<file path="config.mk">
export PLATFORM = sky130hd
export DESIGN_NAME = sorted_priority_queue
export DESIGN_NICKNAME = d
export VERILOG_FILES = /design/src/hdl/spq_pkg.sv /design/src/hdl/spq_ctrl.sv /design/src/hdl/spq_datapath.sv /design/src/hdl/sorted_priority_queue.sv
export SDC_FILE = /design/constraint.sdc
export NUM_CORES = 2
export LEC_CHECK = 0
export ABC_AREA = 1
export BUFFER_PORTS_ARGS = -buffer_cell sky130_fd_sc_hd__buf_2
export CORE_ASPECT_RATIO = 1.4
export CORE_MARGIN = 3
export CORE_UTILIZATION = 60
export CTS_BUF_LIST = sky130_fd_sc_hd__clkbuf_4
export DETAILED_ROUTE_END_ITERATION = 10
export PLACE_DENSITY = 0.84
export SLEW_MARGIN = 40
export SYNTH_ARGS = -nofsm -noshare
export SYNTH_HDL_FRONTEND = slang
export SYNTH_HIERARCHICAL = 1
export SYNTH_SLANG_ARGS = --single-unit
</file>
<file path="constraint.sdc">
create_clock -name clk -period 4.81 [get_ports clk]
set_input_delay 0.2405 -clock clk [delete_from_list [all_inputs] [get_ports clk]]
set_output_delay 0.2405 -clock clk [all_outputs]
set_load 0.1 [all_outputs]
</file>
<file path="src/hdl/spq_pkg.sv">
package spq_pkg;

	// Defaults for the top-level parameters.
	localparam int DEF_CAPACITY      = 16;
	localparam int DEF_PRIORITY_BITS = 16;

	// Fixed widths of the transaction fields.
	localparam int PRI_FIELD_BITS = 16;
	localparam int VALUE_BITS     = 32;
	localparam int OCC_BITS       = 5;

	// Operation codes carried by the op field.
	localparam logic OP_PUSH = 1'b0;
	localparam logic OP_POP  = 1'b1;

	// Controller states: no result held, or a result waiting to be taken.
	typedef enum logic {
		ST_IDLE,
		ST_HOLD
	} ctrl_state_t;

	// Commands from the controller to the datapath.
	typedef struct packed {
		logic push;   // insert the new entry
		logic pop;    // remove the head entry
		logic load;   // capture the result of the accepted transaction
	} dp_cmd_t;

	// Status from the datapath to the controller.
	typedef struct packed {
		logic full;
		logic empty;
	} dp_status_t;

endpackage

</file>
<file path="src/hdl/spq_ctrl.sv">
module spq_ctrl (
	input  logic                clk,
	input  logic                arst_n,
	input  logic                item_valid,
	output logic                item_ready,
	input  logic                op,
	output logic                result_valid,
	input  logic                result_ready,
	input  spq_pkg::dp_status_t status,
	output spq_pkg::dp_cmd_t    cmd
);

	spq_pkg::ctrl_state_t state_q;
	spq_pkg::ctrl_state_t state_nxt;
	logic                 accept;

	always_ff @(posedge clk or negedge arst_n) begin
		if (!arst_n) begin
			state_q <= spq_pkg::ST_IDLE;
		end else begin
			state_q <= state_nxt;
		end
	end

	// A new transaction may enter as the held result leaves.
	assign item_ready = (state_q == spq_pkg::ST_IDLE) || result_ready;
	assign accept     = item_valid && item_ready;

	always_comb begin
		state_nxt = state_q;
		case (state_q)
			spq_pkg::ST_IDLE: begin
				if (accept) state_nxt = spq_pkg::ST_HOLD;
			end
			spq_pkg::ST_HOLD: begin
				if (accept) state_nxt = spq_pkg::ST_HOLD;
				else if (result_ready) state_nxt = spq_pkg::ST_IDLE;
			end
			default: state_nxt = spq_pkg::ST_IDLE;
		endcase
	end

	always_comb begin
		result_valid = 1'b0;
		cmd.push     = 1'b0;
		cmd.pop      = 1'b0;
		cmd.load     = 1'b0;
		case (state_q)
			spq_pkg::ST_IDLE: begin
				result_valid = 1'b0;
			end
			spq_pkg::ST_HOLD: begin
				result_valid = 1'b1;
			end
			default: result_valid = 1'b0;
		endcase
		if (accept) begin
			cmd.load = 1'b1;
			cmd.push = (op == spq_pkg::OP_PUSH) && !status.full;
			cmd.pop  = (op == spq_pkg::OP_POP) && !status.empty;
		end
	end

endmodule

</file>
<file path="src/hdl/spq_datapath.sv">
module spq_datapath #(
	parameter int CAPACITY      = spq_pkg::DEF_CAPACITY,
	parameter int PRIORITY_BITS = spq_pkg::DEF_PRIORITY_BITS
) (
	input  logic                                      clk,
	input  logic                                      arst_n,
	input  spq_pkg::dp_cmd_t                          cmd,
	output spq_pkg::dp_status_t                       status,
	input  logic                                      op,
	input  logic        [spq_pkg::PRI_FIELD_BITS-1:0] push_priority,
	input  logic signed [spq_pkg::VALUE_BITS-1:0]     push_value,
	output logic                                      pop_valid,
	output logic        [spq_pkg::PRI_FIELD_BITS-1:0] pop_priority,
	output logic signed [spq_pkg::VALUE_BITS-1:0]     pop_value,
	output logic                                      was_empty,
	output logic                                      push_dropped,
	output logic        [spq_pkg::OCC_BITS-1:0]       occupancy
);

	localparam int CW = $clog2(CAPACITY + 1);

	logic [PRIORITY_BITS-1:0]       prio_q [CAPACITY];
	logic [spq_pkg::VALUE_BITS-1:0] val_q  [CAPACITY];
	logic [CW-1:0]                  count_q;
	logic [CW-1:0]                  count_nxt;
	logic [PRIORITY_BITS-1:0]       pri_in;
	logic [spq_pkg::PRI_FIELD_BITS-1:0] head_pri;
	logic [spq_pkg::OCC_BITS-1:0]   occ_nxt;
	logic [CAPACITY-1:0]            after;

	logic                                pop_valid_q;
	logic [spq_pkg::PRI_FIELD_BITS-1:0]  pop_priority_q;
	logic [spq_pkg::VALUE_BITS-1:0]      pop_value_q;
	logic                                was_empty_q;
	logic                                push_dropped_q;
	logic [spq_pkg::OCC_BITS-1:0]        occupancy_q;

	generate
		if (PRIORITY_BITS <= spq_pkg::PRI_FIELD_BITS) begin : g_pri_narrow
			assign pri_in   = push_priority[PRIORITY_BITS-1:0];
			assign head_pri = spq_pkg::PRI_FIELD_BITS'(prio_q[0]);
		end else begin : g_pri_wide
			assign pri_in   = {{(PRIORITY_BITS-spq_pkg::PRI_FIELD_BITS){1'b0}}, push_priority};
			assign head_pri = prio_q[0][spq_pkg::PRI_FIELD_BITS-1:0];
		end
		if (CW >= spq_pkg::OCC_BITS) begin : g_occ_trim
			assign occ_nxt = count_nxt[spq_pkg::OCC_BITS-1:0];
		end else begin : g_occ_ext
			assign occ_nxt = {{(spq_pkg::OCC_BITS-CW){1'b0}}, count_nxt};
		end
	endgenerate

	assign status.full  = (count_q == CW'(CAPACITY));
	assign status.empty = (count_q == '0);

	// Each cell decides on its own whether the new entry belongs at or before it.
	always_comb begin
		for (int i = 0; i < CAPACITY; i++) begin
			after[i] = (CW'(i) >= count_q) || (pri_in <= prio_q[i]);
		end
	end

	always_comb begin
		count_nxt = count_q;
		if (cmd.push) count_nxt = count_q + CW'(1);
		else if (cmd.pop) count_nxt = count_q - CW'(1);
	end

	always_ff @(posedge clk) begin
		for (int i = 0; i < CAPACITY; i++) begin
			if (cmd.push) begin
				if (i > 0 && after[(i > 0) ? i - 1 : 0]) begin
					prio_q[i] <= prio_q[(i > 0) ? i - 1 : 0];
					val_q[i]  <= val_q[(i > 0) ? i - 1 : 0];
				end else if (after[i]) begin
					prio_q[i] <= pri_in;
					val_q[i]  <= push_value;
				end
			end else if (cmd.pop && i < CAPACITY - 1) begin
				prio_q[i] <= prio_q[(i < CAPACITY - 1) ? i + 1 : i];
				val_q[i]  <= val_q[(i < CAPACITY - 1) ? i + 1 : i];
			end
		end
	end

	always_ff @(posedge clk or negedge arst_n) begin
		if (!arst_n) begin
			count_q <= '0;
		end else begin
			count_q <= count_nxt;
		end
	end

	always_ff @(posedge clk) begin
		if (cmd.load) begin
			pop_valid_q    <= cmd.pop;
			pop_priority_q <= cmd.pop ? head_pri : '0;
			pop_value_q    <= cmd.pop ? val_q[0] : '0;
			was_empty_q    <= (op == spq_pkg::OP_POP) && status.empty;
			push_dropped_q <= (op == spq_pkg::OP_PUSH) && status.full;
			occupancy_q    <= occ_nxt;
		end
	end

	assign pop_valid    = pop_valid_q;
	assign pop_priority = pop_priority_q;
	assign pop_value    = pop_value_q;
	assign was_empty    = was_empty_q;
	assign push_dropped = push_dropped_q;
	assign occupancy    = occupancy_q;

endmodule

</file>
<file path="src/hdl/sorted_priority_queue.sv">
// Sorted-list priority queue: the result of an accepted transaction appears in the next cycle.
// Throughput is one transaction per cycle; the only limit is the single result register,
// which frees up in the same cycle that its result is taken.
// The entry store is a shift line of CAPACITY cells; insertion and removal shift it in place.
// Reset (arst_n, asynchronous, active low) empties the queue and drops any held result;
// stored entries are not cleared, as only entries below the count are ever read.
module sorted_priority_queue #(
	parameter int CAPACITY      = spq_pkg::DEF_CAPACITY,
	parameter int PRIORITY_BITS = spq_pkg::DEF_PRIORITY_BITS
) (
	input  logic                                      clk,
	input  logic                                      arst_n,
	input  logic                                      item_valid,
	output logic                                      item_ready,
	input  logic                                      op,
	input  logic        [spq_pkg::PRI_FIELD_BITS-1:0] push_priority,
	input  logic signed [spq_pkg::VALUE_BITS-1:0]     push_value,
	output logic                                      result_valid,
	input  logic                                      result_ready,
	output logic                                      pop_valid,
	output logic        [spq_pkg::PRI_FIELD_BITS-1:0] pop_priority,
	output logic signed [spq_pkg::VALUE_BITS-1:0]     pop_value,
	output logic                                      was_empty,
	output logic                                      push_dropped,
	output logic        [spq_pkg::OCC_BITS-1:0]       occupancy
);

	// The controller runs the handshakes and turns each accepted transaction into
	// push, pop and capture commands. It never pushes into a full queue nor pops an
	// empty one; those cases only flag the result.
	spq_pkg::dp_cmd_t    cmd;
	spq_pkg::dp_status_t status;

	spq_ctrl u_ctrl (
		.clk          (clk),
		.arst_n       (arst_n),
		.item_valid   (item_valid),
		.item_ready   (item_ready),
		.op           (op),
		.result_valid (result_valid),
		.result_ready (result_ready),
		.status       (status),
		.cmd          (cmd)
	);

	// The datapath holds the sorted cells with the head at cell zero. On a push every
	// cell compares the new priority with its own in parallel; cells from the insertion
	// point onwards shift one place towards the tail. A pop shifts every cell one place
	// towards the head. The result register sits at the output of this module.
	spq_datapath #(
		.CAPACITY      (CAPACITY),
		.PRIORITY_BITS (PRIORITY_BITS)
	) u_datapath (
		.clk           (clk),
		.arst_n        (arst_n),
		.cmd           (cmd),
		.status        (status),
		.op            (op),
		.push_priority (push_priority),
		.push_value    (push_value),
		.pop_valid     (pop_valid),
		.pop_priority  (pop_priority),
		.pop_value     (pop_value),
		.was_empty     (was_empty),
		.push_dropped  (push_dropped),
		.occupancy     (occupancy)
	);

endmodule

</file>
==> run metrics <==
number of DRC markers in iteration 0=5980; Port-buffer cells=110; YS warnings=6; Placer Congestion=between 0.9 and 1; Worst setup startpoint=u_datapath/count_q[0]$_DFF_PN0_; final hold violation count=0; CP max-delay cell=nand2_2; initial core utilization=approximately 61%; drt total wl=161800 um; critical path arrival=4820 ps; XOR/XNOR Fraction of Synth Area=0.05005%; Die X=around 260 um; grt ovf=0; H-tree depth=4; Post-Synth Adder-Cell Area=6.221%; Final TNS setup=0 ps; area share of and/or/nand/nor cells after synthesis=32.83%; Worst-Margin Slew=978.1 ps; R2R cell count=14; cells along the critical path=inv_1, ha_1, inv_1, nand3_1, nand2_1, nand2_1, nor2_1, nand2_2, buf_4, nand3_2, buf_4, nand2_1, nand3_1, nand2_1; # hold bufs at CTS=52; critical path buffer and inverter count=4; Synth Instances=6704; post-synthesis register bit count=between 800 and 900; Global Route Usage Sum=34.63%; clk root buf=clkbuf_4; Hold WC Path Type=primary input to register; first-pass GRT wire length=251200 um; Slew Limit Fails=0; CP startpoint kind=register; syn_area_per_cell=7.830 um^2; height of the die=approximately 360 um; Setup CP Type=register to register; clock latency on the worst-skew pair=1130 ps; post-layout min period=3970 ps; R2R setup slack=840 ps; share of layout cells above drive strength 1=8.541%; first-pass detailed-route iteration total=8; final worst path period share=between 80% and 90%; Fmax=251.9 MHz; Worst Setup EP=u_datapath/prio_q[1][106]$_DFFE_PP_; final setup fails=0; num rows=around 130; Seq/Total Area, Yosys=47.42%; DIE AREA=between 90000 and 100000 um^2; Slew HR=34.11%; status=finished, final reports clean; clock buffer depth=3; CP top delay family=simple AND/OR/NAND/NOR gates; Crit path largest cell delay=490 ps; antenna-violating nets left=0; DP Wirelength=111600 um; Crit. End Element=register; DRC=0; fin util=66.15%; CTS resizes=0; RSZ-0062 raised after global routing=false; vias per cell=6.183; vias in the first global route=48190; worst r2r dst=u_datapath/prio_q[1][106]$_DFFE_PP_; initial antenna violation count=4; total setup buffers inserted after CTS=0; cts bufs inserted=202; asr flop ratio synth=0.7229%; Area Growth Syn to Fin=8.526%; syn nets=between 7000 and 8000; CORE AREA=86130 um^2; register clock-pin slew on the reported worst setup and hold paths=70 ps; main combinational cell family by area after synthesis=simple AND/OR/NAND/NOR gates; clock skew=~61 ps; via count=49410; CP Depth=14; Power Density=approximately 460 nW/um^2; Sink Count=830; nets@finish=6978; Max-Cap Viols=0; CP max FO=48; Most Frequent Cell on Critical Path=nand2_1; Leakage=around 28 nW; worst path required time=5660 ps; compound-gate portion of the synthesized area=3.270%; count of cell types in the netlist=38; Max IR drop VDD=between 300 and 400 uV; hold depth=3; mean routed wirelength per cell=20.25 um; EDFF count, synth=824; CTS tree=yes; multiplexer share of the synthesized area=0%; top_reg_cell synth=edfxtp_1; reg2reg start=u_datapath/count_q[0]$_DFF_PN0_; largest net degree at the start of global routing=189; area of the mapped netlist=52490 um^2; num ports=approximately 110
-- Yosys cell counts, types with 2 or more instances --
cell type / n / area (um^2)
nand2_1: 2451 / 9200
inv_1: 863 / 3239
edfxtp_1: 824 / 24740
nand3_1: 718 / 3593
nand4_1: 641 / 4010
clkbuf_1: 354 / 1329
ha_1: 261 / 3266
o21ai_0: 154 / 770.7
a21oi_1: 107 / 535.5
nor2_1: 93 / 349.1
buf_2: 91 / 455.4
buf_1: 43 / 161.4
o21ai_1: 19 / 95.09
a21o_1: 15 / 112.6
buf_4: 13 / 97.59
inv_2: 8 / 30.03
a21oi_2: 6 / 52.55
dfrtp_1: 6 / 150.1
buf_6: 4 / 45.04
nor3_1: 4 / 20.02
o211ai_1: 4 / 30.03
nor2_2: 3 / 18.77
xor2_1: 3 / 26.28
a21oi_4: 2 / 32.53
o21bai_2: 2 / 22.52
o22ai_1: 2 / 12.51
o31ai_1: 2 / 15.01
-- per-layer routing --
metal	vias to the layer above	share of wire, %	GRT usage (%)
met3	820	7.8	5.097
met4	0	10	30.68
met5	-	0	0
li1	22400	-	-
met2	3140	48	58.71
met1	23040	34	37.98
-- tightest hold or removal path, delay by kind of cell --
family | cells | cell delay [ps]
simple gates | 1 | 330
compound gates | 1 | 150
buf+inv | 1 | 280
-- flip-flops by register name (all words and copies together) (netlist names) --
name	count
u_datapath/occupancy	5
u_datapath/pop_value	32
u_datapath/was_empty	1
u_datapath/count_q	5
u_datapath/pop_priority	16
u_ctrl/state_q	1
u_datapath/prio_q	256
u_datapath/pop_valid	1
u_datapath/push_dropped	1
u_datapath/val_q	512
-- power by group --
| group | internal, mW | switching (mW) | leakage, nW |
|---|---|---|---|
| combinational | 2.45 | 6.63 | 18.3 |
| clock | 2.98 | 3.08 | 1.52 |
| sequential | 10.3 | 0.950 | 7.93 |
| total | 15.7 | 10.7 | 27.8 |
-- worst min-delay path by stage --
stage                           startpoint                                end  slack (ps)
after floorplan                     arst_n           u_ctrl/state_q$_DFF_PN0_         -60
after global placement              arst_n           u_ctrl/state_q$_DFF_PN0_         110
after detailed placement            arst_n           u_ctrl/state_q$_DFF_PN0_         110
after CTS                 push_priority[1]  u_datapath/prio_q[0][1]$_DFFE_PP_          30
after global routing      push_priority[2]  u_datapath/prio_q[0][2]$_DFFE_PP_          70
final                     push_priority[2]  u_datapath/prio_q[0][2]$_DFFE_PP_         120
-- final cells by class --
type | instances | area [um^2]
Fill cell | 7207 | 29160
Sequential cell | 830 | 24890
Multi-Input combinational cell | 4498 | 22560
Inverter | 871 | 3277
Timing Repair Buffer | 261 | 2182
Clock buffer | 275 | 2064
Tap cell | 1161 | 1453
Clock inverter | 91 | 530.5
Antenna cell | 4 | 10.01
-- cells by family (layout without fill, tap and decap cells) --
family          count (synthesis)  in the layout
compound gates                318            318
flops                         830            830
xor+xnor                        3              3
buf+inv                      1376           1498
other cells                     0              4
simple gates                 3916           3916
fa+ha+maj                     261            261
-- placed cells by master, fill, tap and decap left out, types with 13 or more instances in the layout --
cell | Yosys | layout
inv_1 | 863 | 861
edfxtp_1 | 824 | 824
clkinv_1 | 0 | 66
a21oi_1 | 107 | 102
ha_1 | 261 | 261
nor2_1 | 93 | 91
o21ai_0 | 154 | 150
nand3_2 | 1 | 19
nand4_1 | 641 | 641
buf_4 | 13 | 72
o21ai_1 | 19 | 23
nand2_2 | 1 | 20
nand2_1 | 2451 | 2432
dlygate4sd3_1 | 0 | 52
nand3_1 | 718 | 696
buf_2 | 91 | 110
clkbuf_4 | 0 | 275
buf_12 | 0 | 23
a21oi_4 | 2 | 13
a21o_1 | 15 | 15
-- metrics by stage --
stage                     instance area (um^2)  hold slack, ps  total power [mW]  setup WS [ps]  instances
after floorplan                          52500          -55.09             17.39          35.79       6704
final                                    56970           115.6             26.40          840.2       7991
after global placement                   53710           110.4             19.71           1089       7565
after detailed placement                 53810           110.8             20.09           1033       7568
after CTS                                56920           29.74             26.19           1072       7986
after global routing                     56970           67.84             27.87          721.1       7990
Note: power is estimated with default switching activity, not from simulation.
